## src/sird_pkg.sv

```systemverilog
package sird_pkg;

  localparam int DATA_W    = 32;
  localparam int NUM_CELLS = DATA_W;
  localparam int MAX_RADIX = 16;
  localparam int CHAR_W    = 8;
  localparam int RADIX_W   = 5;
  localparam int DIGIT_W   = 4;
  localparam int ALPHA_W   = 64;
  localparam int IDX_W     = $clog2(NUM_CELLS);
  localparam int CNT_W     = IDX_W + 1;
  localparam int CFG_IDX_W = 2;

  localparam logic [CHAR_W-1:0] CH_PLUS  = 8'h2B;
  localparam logic [CHAR_W-1:0] CH_MINUS = 8'h2D;

  typedef enum logic [CFG_IDX_W-1:0] {
    REG_RADIX_LENGTH  = 2'd0,
    REG_ALPHABET_LOW  = 2'd1,
    REG_ALPHABET_HIGH = 2'd2
  } cfg_reg_t;

  // One bit of a quotient stream passed from cell to cell, MSB first.
  typedef struct packed {
    logic dat;
    logic vld;
  } sird_link_t;

  // Pick digit character k out of the packed 16-character alphabet.
  function automatic logic [CHAR_W-1:0] alpha_char(
    input logic [2*ALPHA_W-1:0] alphabet,
    input logic [DIGIT_W-1:0]   k
  );
    return alphabet[k*CHAR_W +: CHAR_W];
  endfunction

endpackage

```

## src/sird_cell.sv

```systemverilog
module sird_cell (
  input  logic                         clk,
  input  logic                         rst_n,
  input  logic                         clear,
  input  logic [sird_pkg::RADIX_W-1:0] radix,
  input  sird_pkg::sird_link_t         in_link,
  output sird_pkg::sird_link_t         out_link,
  output logic [sird_pkg::DIGIT_W-1:0] digit,
  output logic                         seen
);
  import sird_pkg::*;

  logic [DIGIT_W-1:0] rem_r, rem_nxt;
  logic               seen_r, seen_nxt;
  sird_link_t         link_r, link_nxt;
  logic [RADIX_W-1:0] trial;
  logic               ge;

  // One restoring division step: bring in the next dividend bit, subtract the radix if it fits.
  assign trial = {rem_r, in_link.dat};
  assign ge    = (trial >= radix);

  always_comb begin
    rem_nxt  = rem_r;
    seen_nxt = seen_r;
    link_nxt = '{dat: 1'b0, vld: 1'b0};
    if (clear) begin
      rem_nxt  = '0;
      seen_nxt = 1'b0;
    end else if (in_link.vld) begin
      rem_nxt  = ge ? DIGIT_W'(trial - radix) : trial[DIGIT_W-1:0];
      seen_nxt = seen_r | in_link.dat;
      link_nxt = '{dat: ge, vld: 1'b1};
    end
  end

  always_ff @(posedge clk) begin
    if (!rst_n) begin
      seen_r <= 1'b0;
      link_r <= '{dat: 1'b0, vld: 1'b0};
    end else begin
      seen_r <= seen_nxt;
      link_r <= link_nxt;
    end
    rem_r <= rem_nxt;
  end

  assign out_link = link_r;
  assign digit    = rem_r;
  assign seen     = seen_r;

endmodule

```

## src/sird_alpha_check.sv

```systemverilog
module sird_alpha_check (
  input  logic                             clk,
  input  logic                             rst_n,
  input  logic [sird_pkg::RADIX_W-1:0]     radix,
  input  logic [2*sird_pkg::ALPHA_W-1:0]   alphabet,
  output logic                             ok
);
  import sird_pkg::*;

  logic ok_r, ok_nxt;

  always_comb begin
    logic               bad;
    logic [CHAR_W-1:0]  ci;
    logic [CHAR_W-1:0]  cj;
    bad = (radix < RADIX_W'(2)) || (radix > RADIX_W'(MAX_RADIX));
    for (int i = 0; i < MAX_RADIX; i++) begin
      ci = alpha_char(alphabet, DIGIT_W'(i));
      if ((RADIX_W'(i) < radix) && ((ci == CH_PLUS) || (ci == CH_MINUS))) begin
        bad = 1'b1;
      end
      for (int j = i + 1; j < MAX_RADIX; j++) begin
        cj = alpha_char(alphabet, DIGIT_W'(j));
        if ((RADIX_W'(j) < radix) && (ci == cj)) begin
          bad = 1'b1;
        end
      end
    end
    ok_nxt = !bad;
  end

  always_ff @(posedge clk) begin
    if (!rst_n) begin
      ok_r <= 1'b0;
    end else begin
      ok_r <= ok_nxt;
    end
  end

  assign ok = ok_r;

endmodule

```

## src/signed_integer_to_radix_digits.sv

```systemverilog
// Signed 32-bit integer to text in a programmable radix of 2 to 16. Program radix_length
// (index 0) and the digit characters in alphabet_low (index 1, characters 0-7) and
// alphabet_high (index 2, characters 8-15), one byte per character, lowest byte first;
// write them only while the block is idle. Each value then yields a '-' if negative
// followed by its digits, most significant first, one character per item with tlast on
// the final digit; zero gives the single character 0 of the alphabet and the most
// negative value is printed from its magnitude 2147483648. An alphabet shorter than
// two, longer than sixteen, holding '+' or '-', or repeating a character makes the block
// swallow every value without output. For each value the block checks the alphabet, runs
// the 32 magnitude bits MSB first through the row of 32 division cells, each quotient bit
// rippling on to the cell of the next digit, locates the leading digit, then emits one
// character per cycle while the sink keeps tready high. A new value is taken once the
// last character has been loaded into the output register.
module signed_integer_to_radix_digits (
  input  logic                                clk,
  input  logic                                rst_n,
  // in_tdata: [31:0] number (signed)
  input  logic                                in_tvalid,
  output logic                                in_tready,
  input  logic signed [sird_pkg::DATA_W-1:0]  in_tdata,
  // out_tdata: [7:0] character; out_tlast carries final_char
  output logic                                out_tvalid,
  input  logic                                out_tready,
  output logic [sird_pkg::CHAR_W-1:0]         out_tdata,
  output logic                                out_tlast,
  // configuration write channel
  input  logic                                cfg_valid,
  output logic                                cfg_ready,
  input  logic [sird_pkg::CFG_IDX_W-1:0]      cfg_index,
  input  logic [sird_pkg::ALPHA_W-1:0]        cfg_data
);
  import sird_pkg::*;

  typedef enum logic [2:0] {
    S_IDLE,
    S_CHECK,
    S_CONV,
    S_FIND,
    S_SIGN,
    S_EMIT
  } state_t;

  localparam logic [CNT_W-1:0] CONV_LAST = CNT_W'(2 * NUM_CELLS - 2);

  state_t              state_r;
  logic [RADIX_W-1:0]  radix_length_r;
  logic [ALPHA_W-1:0]  alphabet_low_r;
  logic [ALPHA_W-1:0]  alphabet_high_r;
  logic [DATA_W-1:0]   mag_r;
  logic                neg_r;
  logic [CNT_W-1:0]    cnt_r;
  logic [IDX_W-1:0]    idx_r;
  logic                out_tvalid_r;
  logic [CHAR_W-1:0]   out_char_r;
  logic                out_last_r;

  logic                alpha_ok;
  logic                out_free;
  logic                out_load;
  logic [IDX_W-1:0]    top_idx;
  logic [2*ALPHA_W-1:0] alphabet;
  sird_link_t          head_link;
  sird_link_t          link [NUM_CELLS];
  logic [DIGIT_W-1:0]  digit [NUM_CELLS];
  logic [NUM_CELLS-1:0] seen;

  assign alphabet  = {alphabet_high_r, alphabet_low_r};
  assign cfg_ready = 1'b1;
  assign in_tready = (state_r == S_IDLE);
  assign out_free  = !out_tvalid_r || out_tready;
  // A character goes into the output register in this cycle.
  assign out_load  = ((state_r == S_SIGN) || (state_r == S_EMIT)) && out_free;

  // Configuration registers: unknown indexes are dropped.
  always_ff @(posedge clk) begin
    if (!rst_n) begin
      radix_length_r  <= '0;
      alphabet_low_r  <= '0;
      alphabet_high_r <= '0;
    end else if (cfg_valid && cfg_ready) begin
      case (cfg_reg_t'(cfg_index))
        REG_RADIX_LENGTH:  radix_length_r  <= cfg_data[RADIX_W-1:0];
        REG_ALPHABET_LOW:  alphabet_low_r  <= cfg_data;
        REG_ALPHABET_HIGH: alphabet_high_r <= cfg_data;
        default: ;
      endcase
    end
  end

  sird_alpha_check u_alpha_check (
    .clk      (clk),
    .rst_n    (rst_n),
    .radix    (radix_length_r),
    .alphabet (alphabet),
    .ok       (alpha_ok)
  );

  // Feed the 32 magnitude bits into the first cell, MSB first.
  assign head_link = '{dat: mag_r[DATA_W-1], vld: (state_r == S_CONV) && !cnt_r[CNT_W-1]};

  // Cell k divides the quotient stream of cell k-1 by the radix; its remainder is digit k.
  for (genvar k = 0; k < NUM_CELLS; k++) begin : g_cell
    sird_cell u_cell (
      .clk      (clk),
      .rst_n    (rst_n),
      .clear    (state_r == S_CHECK),
      .radix    (radix_length_r),
      .in_link  ((k == 0) ? head_link : link[(k == 0) ? 0 : k - 1]),
      .out_link (link[k]),
      .digit    (digit[k]),
      .seen     (seen[k])
    );
  end

  // A cell that saw a 1 bit has a nonzero dividend, so its digit belongs to the text.
  always_comb begin
    top_idx = '0;
    for (int k = 0; k < NUM_CELLS; k++) begin
      if (seen[k]) begin
        top_idx = IDX_W'(k);
      end
    end
  end

  always_ff @(posedge clk) begin
    if (!rst_n) begin
      state_r      <= S_IDLE;
      cnt_r        <= '0;
      idx_r        <= '0;
      out_tvalid_r <= 1'b0;
    end else begin
      if (out_load) begin
        out_tvalid_r <= 1'b1;
      end else if (out_tready) begin
        out_tvalid_r <= 1'b0;
      end
      case (state_r)
        S_IDLE: begin
          if (in_tvalid) begin
            neg_r   <= in_tdata[DATA_W-1];
            mag_r   <= in_tdata[DATA_W-1] ? (DATA_W'(0) - DATA_W'(in_tdata))
                                          : DATA_W'(in_tdata);
            state_r <= S_CHECK;
          end
        end
        S_CHECK: begin
          // Drop the value outright when the alphabet is unusable.
          cnt_r   <= '0;
          state_r <= alpha_ok ? S_CONV : S_IDLE;
        end
        S_CONV: begin
          mag_r <= {mag_r[DATA_W-2:0], 1'b0};
          cnt_r <= cnt_r + CNT_W'(1);
          if (cnt_r == CONV_LAST) begin
            state_r <= S_FIND;
          end
        end
        S_FIND: begin
          idx_r   <= top_idx;
          state_r <= neg_r ? S_SIGN : S_EMIT;
        end
        S_SIGN: begin
          if (out_free) begin
            out_char_r   <= CH_MINUS;
            out_last_r   <= 1'b0;
            state_r      <= S_EMIT;
          end
        end
        S_EMIT: begin
          if (out_free) begin
            out_char_r   <= alpha_char(alphabet, digit[idx_r]);
            out_last_r   <= (idx_r == '0);
            if (idx_r == '0) begin
              state_r <= S_IDLE;
            end else begin
              idx_r <= idx_r - IDX_W'(1);
            end
          end
        end
        default: state_r <= S_IDLE;
      endcase
    end
  end

  assign out_tvalid = out_tvalid_r;
  assign out_tdata  = out_char_r;
  assign out_tlast  = out_last_r;

endmodule

```

## config.mk

```make
export PLATFORM = sky130hd
export DESIGN_NAME = signed_integer_to_radix_digits
export DESIGN_NICKNAME = d
export VERILOG_FILES = /design/src/sird_pkg.sv /design/src/sird_cell.sv /design/src/sird_alpha_check.sv /design/src/signed_integer_to_radix_digits.sv
export SDC_FILE = /design/constraint.sdc
export NUM_CORES = 2
export LEC_CHECK = 0
export BUFFER_PORTS_ARGS = -buffer_cell sky130_fd_sc_hd__buf_2
export CORE_MARGIN = 2
export CORE_UTILIZATION = 46
export CTS_BUF_LIST = sky130_fd_sc_hd__clkbuf_4 sky130_fd_sc_hd__clkbuf_8
export DETAILED_ROUTE_END_ITERATION = 16
export PLACE_DENSITY_LB_ADDON = 0.2
export REMOVE_ABC_BUFFERS = 1
export SYNTH_ARGS = -nofsm -noshare
export SYNTH_HDL_FRONTEND = slang
export SYNTH_SLANG_ARGS = --single-unit
```

## constraint.sdc

```tcl
create_clock -name clk -period 3.9 [get_ports clk]
set_input_delay 0.195 -clock clk [delete_from_list [all_inputs] [get_ports clk]]
set_output_delay 0.195 -clock clk [all_outputs]
set_load 0.03 [all_outputs]
```

**Yosys cells after proc, flatten, opt, wreduce, memory -nomap -nowiden**

Cells that the tools add are included.

- Register bits: 412
- Input port bits: 103
- Output and inout bits: 12
- Logic and storage cells: 918

- $add $sub $neg: 35
- $lt $le $gt $ge: 51
- Equality and inequality tests: 166
- Shift operators: 1
- Muxes and demuxes: 256
- Bitwise operators: 64
- Reductions and logical operators: 208

Operators with widths:

| operator | count |
|---|---|
| equality test 8 bit | 120 |
| equality test 8 x 6 -> 1 bit (second input constant) | 32 |
| 2-to-1 mux 1 bit | 173 |
| >= comparator 5 bit | 32 |
| 2-to-1 mux 5 bit | 32 |
| logical AND 1 bit | 138 |
| 2-to-1 mux 4 bit | 34 |
| indexed part select 128 x 8 -> 8 bit | 1 |
| subtractor 4 bit | 32 |
| OR reduction 3 bit | 31 |
| 2-to-1 mux 32 bit | 2 |
| one-hot mux 32 bit (2 select lines) | 1 |
| < comparator 4 x 5 -> 1 bit (first input constant) | 8 |
| inverter 1 bit | 32 |
| subtractor 1 x 32 -> 32 bit (first input constant) | 1 |
| OR 1 bit | 31 |
| binary-select mux 4 bit (select 5 bit) | 1 |
| < comparator 3 x 5 -> 1 bit (first input constant) | 4 |
| logical OR 1 bit | 19 |
| one-hot mux 3 bit (6 select lines) | 1 |
| 2-to-1 mux 8 bit | 2 |
| one-hot mux 8 bit (2 select lines) | 1 |
| 2-to-1 mux 3 bit | 5 |
| one-hot mux 6 bit (2 select lines) | 1 |
| other kinds (29) | 47 |

**Logic depth before layout (Yosys ltp)**

- Depth in word-level cells: 140
- Mapped depth: 14
- Depth with buffers taken out: 10

**Hierarchy**

From an unflattened synthesis, not the netlist that was laid out.

- Cell total of the unflattened synthesis: 4,559
- Area, all modules: 38,114.1 sq um

By module, submodules not included:

| module | instances | cells an instance | area each (sq um) | sequential area each (sq um) |
|---|---|---|---|---|
| sird_cell | 32 | 51 | 462.9 | 140.1 |
| sird_alpha_check | 1 | 1,704 | 12,652.1 | 20.0 |
| signed_integer_to_radix_digits | 1 | 1,223 | 10,647.7 | 4,224.1 |

**Worst setup path after synthesis**

Ideal clock, no wire load.

- Kind: register to register
- From: register radix_length_r[1]
- To: register g_cell[9].u_cell.rem_r[0]
- Library setup time: 86 ps
- Data arrival time: 3,471 ps
- Data required time: 3,814 ps
- Slack: 343 ps
- Cell stages (with the launch flop): 11
- Buffers on the path: 1
- Clock period less this slack: 3,557 ps
- Cells stage by stage: dfxtp_1 -> clkbuf_1 -> inv_1 -> ha_1 -> a21o_1 -> a21o_1 -> a21o_1 -> a21o_1 -> nand2_1 -> o21ai_0 -> a211oi_1

- Word-level cells in the longest chain between the ends: 2

RTL lines:

| what | line | text |
|---|---|---|
| start: declaration | signed_integer_to_radix_digits.sv:46 | `logic [RADIX_W-1:0] radix_length_r;` |
| start signal: assignment | signed_integer_to_radix_digits.sv:82 | `REG_RADIX_LENGTH: radix_length_r <= cfg_data[RADIX_W-1:0];` |
| >= comparator 5 bit | sird_cell.sv:21 | `assign ge = (trial >= radix);` |
| 2-to-1 mux 4 bit | sird_cell.sv:31 | `rem_nxt = ge ? DIGIT_W'(trial - radix) : trial[DIGIT_W-1:0];` |
| end signal: assignment | sird_cell.sv:45 | `rem_r <= rem_nxt;` |
| end: declaration | sird_cell.sv:13 | `logic [DIGIT_W-1:0] rem_r, rem_nxt;` |

No other way between the ends.
A chain may end at the register's enable or synchronous reset.

**Final worst setup path**

- From: register idx_r[0]
- To: register out_char_r[1] (netlist: out_tdata[1]) (data pin)

- Word-level cells in the longest chain between the ends: 7

RTL lines:

| what | line | text |
|---|---|---|
| start: declaration | signed_integer_to_radix_digits.sv:52 | `logic [IDX_W-1:0] idx_r;` |
| start signal: assignment | signed_integer_to_radix_digits.sv:159 | `idx_r <= top_idx;` |
| start signal: assignment | signed_integer_to_radix_digits.sv:176 | `idx_r <= idx_r - IDX_W'(1);` |
| inverter 5 -> 6 bit (implied by the code) | signed_integer_to_radix_digits.sv:171 | `out_char_r <= alpha_char(alphabet, digit[idx_r]);` |
| binary-select mux 4 bit (select 5 bit) | signed_integer_to_radix_digits.sv:171 |  |
| 2-to-1 mux 4 bit (implied by the code) (2 in series) | signed_integer_to_radix_digits.sv:171 |  |
| indexed part select 128 x 8 -> 8 bit | sird_pkg.sv:34 | `return alphabet[k*CHAR_W +: CHAR_W];` |
| 2-to-1 mux 8 bit | signed_integer_to_radix_digits.sv:170 | `if (out_free) begin` |
| one-hot mux 8 bit (2 select lines) | signed_integer_to_radix_digits.sv:137 | `case (state_r)` |
| end signal: assignment | signed_integer_to_radix_digits.sv:171 |  |
| end: declaration | signed_integer_to_radix_digits.sv:54 | `logic [CHAR_W-1:0] out_char_r;` |

No other way between the ends. The select of a mux whose other input is x is not followed.

==> results.json <==
{
  "status": "completed",
  "ant_nets": 0,
  "grt_pass1_wl_mm": 200,
  "cts_tree": "yes",
  "num_vias": 32800,
  "die_area_sq_um": 79900,
  "gp_congestion": 1.06,
  "ys_async_sr_fraction_pct": 0,
  "finalWorstSetupSlack_ns": 0.314,
  "crit_start": "idx_r[0]$_SDFFE_PN0P_",
  "cp_max_fo": 25,
  "rows": 102,
  "synthMuxAreaShare_pct": 8.68,
  "dp.cells": 5218,
  "r2r-start": "idx_r[0]$_SDFFE_PN0P_",
  "drc": 0,
  "end_kind": "flip-flop",
  "start_util_pct": 46.3,
  "cp.arrival_ns": 4.19,
  "syn_inst": 4254,
  "skew_ns": 0.0594,
  "maxSlewHeadroom_pct": 10.4,
  "cts_buffer_depth": 3,
  "hold_depth": 1,
  "fin_nets": 4656,
  "insertion_delay_ns": 0.76,
  "drive_gt1_share_pct": 12.6,
  "synth_xor_area_share_pct": 26.2,
  "tightest_slew_ns": 1.34,
  "hold_viol": 0,
  "synth_area_sq_um": 35700,
  "synth_compound_area_share_pct": 12.4,
  "r2r_slack_ns": 0.31,
  "seq_area_frac_synth_pct": 24.3,
  "antenna_found_initial": 8,
  "finish.utilization_pct": 52.3,
  "fin_crit_sh_pct": 92.0,
  "drt_iter0_drc": 3885,
  "fmax_ghz": 0.279,
  "cts_buffers": 78,
  "pin_count": 115,
  "crit_chain": "buf_12, mux4_2, mux4_2, mux2i_1, nor2_1, a22o_1, o32ai_1, o31a_1",
  "p_total_w": 0.0118,
  "cp_slowest_cell": "mux4_2",
  "crit_path_max_incr_delay_ns": 0.57,
  "rsz0062_at_grt": "no",
  "max_cap_violations": 0,
  "synthDistinctLibCells": 74,
  "totalWireLength_mm": 135,
  "syn_to_final_growth_pct": 13.0,
  "critPathLaunchType": "flip-flop",
  "required_ns": 4.51,
  "clock_sinks": 412,
  "track_usage_pct": 33.3,
  "worst_hold_path_type": "primary input to flip-flop",
  "ys_ff_latch": 412,
  "cts-root-buf": "clkbuf_8",
  "min_from": "in_tdata[31]",
  "synth_top_family_by_area": "XOR/XNOR gates",
  "dp_hpwl_mm": 92.7,
  "grt_overflow": 0,
  "via_per_inst": 6.01,
  "finalMaxSlewViolations": 0,
  "yosys_warnings": 0,
  "dp_slack_ns": 0.215,
  "firstDrtPassIters": 6,
  "htree_levels": 3,
  "grt_max_degree": 125,
  "ir_drop_uv": 265,
  "post_synth.cell_area_avg_sq_um": 8.40,
  "p_leak_nw": 17.3,
  "period_needed_ns": 3.59,
  "portBuffers": 113,
  "grt_pass1_vias": 31000,
  "clkSlewWorstSetupHoldPaths_ns": 0.06,
  "fillCellCount": 7324,
  "synth-main-ff-cell": "dfxtp_1",
  "wl_per_cell_um": 24.7,
  "r2r_cells": 8,
  "yosys.area_share.simple_pct": 15.0,
  "fp.dieW_um": 283,
  "coreArea_sq_um": 77200,
  "finalSetupViolCount": 0,
  "dpl_cell_area_sq_um": 37600,
  "design_area_sq_um": 40400,
  "stdcell_count": 5461,
  "powerDensity_nw_per_um2": 293,
  "synthAdderAreaFrac_pct": 7.57,
  "synth-edff-count": 42,
  "die_h_um": 283,
  "worstSetupPathType": "flip-flop to flip-flop",
  "critPathMostFrequentCell": "mux4_2"
}
-- registers in the layout, summed over array words and instances (netlist names) --
register	count
alphabet_high_r	64
alphabet_low_r	64
cnt_r	6
g_cell.u_cell.digit	128
g_cell.u_cell.out_link	62
g_cell.u_cell.seen	31
idx_r	5
mag_r	32
neg_r	1
out_tdata	8
out_tlast	1
out_tvalid	1
radix_length_r	5
state_r	3
u_alpha_check.ok	1
-- layout by cell type (no fill, tap or decap), drive strengths merged, types with 34 or more instances in the layout --
| cell type | synthesis | final |
|---|---|---|
| xor2 | 494 | 494 |
| a21o | 162 | 162 |
| and3 | 34 | 34 |
| buf | 157 | 324 |
| xnor2 | 576 | 576 |
| dfxtp | 370 | 370 |
| edfxtp | 42 | 42 |
| mux4 | 38 | 38 |
| ha | 165 | 165 |
| clkbuf | 243 | 117 |
| nor2 | 234 | 234 |
| dlygate4sd3 | 0 | 98 |
| nand2 | 367 | 367 |
| a211oi | 78 | 78 |
| nand2b | 40 | 40 |
| nor4 | 136 | 136 |
| o21ai | 98 | 98 |
| mux2i | 195 | 195 |
| and2 | 36 | 36 |
| inv | 119 | 124 |
| nand4 | 137 | 137 |
| a21oi | 246 | 246 |
| nor3 | 37 | 37 |
-- routing by layer --
layer | vias to the layer above | share of wire [%] | GRT usage, % | routed length [um]
met5 | - | 0.073 | 0 | 99
met4 | 12 | 5.5 | 16.5 | 7470
met3 | 550 | 11 | 9.56 | 15200
met2 | 1782 | 41 | 48.8 | 55600
met1 | 15700 | 42 | 44.4 | 56700
li1 | 14800 | - | - | -
-- Yosys cell counts (8+ instances only) --
library cell	number	area share, %
xnor2_1	576	14
xor2_1	494	12
dfxtp_1	370	21
nand2_1	367	3.9
a21oi_1	246	3.4
clkbuf_1	243	2.6
nor2_1	233	2.4
mux2i_1	195	5.5
ha_1	165	5.8
a21o_1	162	3.4
nand4_1	137	2.4
nor4_1	135	2.4
buf_1	119	1.3
inv_1	118	1.2
o21ai_0	94	1.3
a211oi_1	78	1.6
edfxtp_1	42	3.5
nand2b_1	39	0.68
mux4_2	38	2.4
nor3_1	37	0.52
and2_1	36	0.63
and3_1	34	0.60
fa_1	32	1.8
mux2_2	26	0.82
o22ai_1	24	0.42
buf_2	23	0.32
a31oi_1	22	0.39
nand3_1	19	0.27
o31ai_1	12	0.25
nor4b_1	10	0.25
nor2b_1	9	0.16
o41ai_1	9	0.22
a221oi_1	8	0.20
buf_4	8	0.17
-- cell families (layout without fill, tap and decap cells) --
family	Yosys count	in the layout
AND/OR/NAND/NOR	1093	1093
AO/OA/AOI/OAI	703	703
other	1	7
adder cells (fa/ha/maj)	197	197
buffers and inverters	519	680
multiplexers	259	259
flip-flops	412	412
XOR/XNOR	1070	1070
-- worst paths after layout --
path,end
setup / recovery,out_tdata[1]$_SDFFCE_PN0P_
setup reg to reg,out_tdata[1]$_SDFFCE_PN0P_
hold / removal,neg_r$_DFFE_PP_
hold reg to reg,alphabet_low_r[4]$_SDFFE_PN0P_
-- through the flow --
step,hold WS [ns],setup TNS [ns]
after global placement,0.447,0
after CTS,0.00373,0
final,0.0304,0
after floorplan,0.294,-22.23
after global routing,0.0316,0
after detailed placement,0.451,0
-- final cells by class --
type                       instances  area [sq um]  area share (%)
sequential                       412          8680            21.5
timing repair buffer             422          3190            7.91
clock inverter                    22           220           0.546
inverter                         119           449            1.11
clock buffer                     117          1500            3.73
tap                             1040          1300            3.22
multi-input combinational       3323         25000            62.0
antenna                            6          15.0          0.0372
-- critical path: cells and delay by family (launching register included) --
family,cells,cell delay (ns)
DFF,1,0.55
buffers and inverters,1,0.25
AOI/OAI and AO/OA,3,0.71
and+or+nand+nor,1,0.35
muxes,3,1.54
-- where the power goes --
group / total (W) / switching, W / internal, W
Combinational: 0.00255 / 0.00146 / 0.00109
Sequential: 0.00456 / 0.000208 / 0.00435
Clock: 0.00471 / 0.00218 / 0.00253
-- what timing repair did --
item	CTS	global route
buffers inserted	0	0
resized for setup	0	2
endpoints found under the hold margin	168	0
endpoints found under the setup margin	0	2
hold buffers	98	0
No activity file was read; power rests on OpenSTA's default activity.
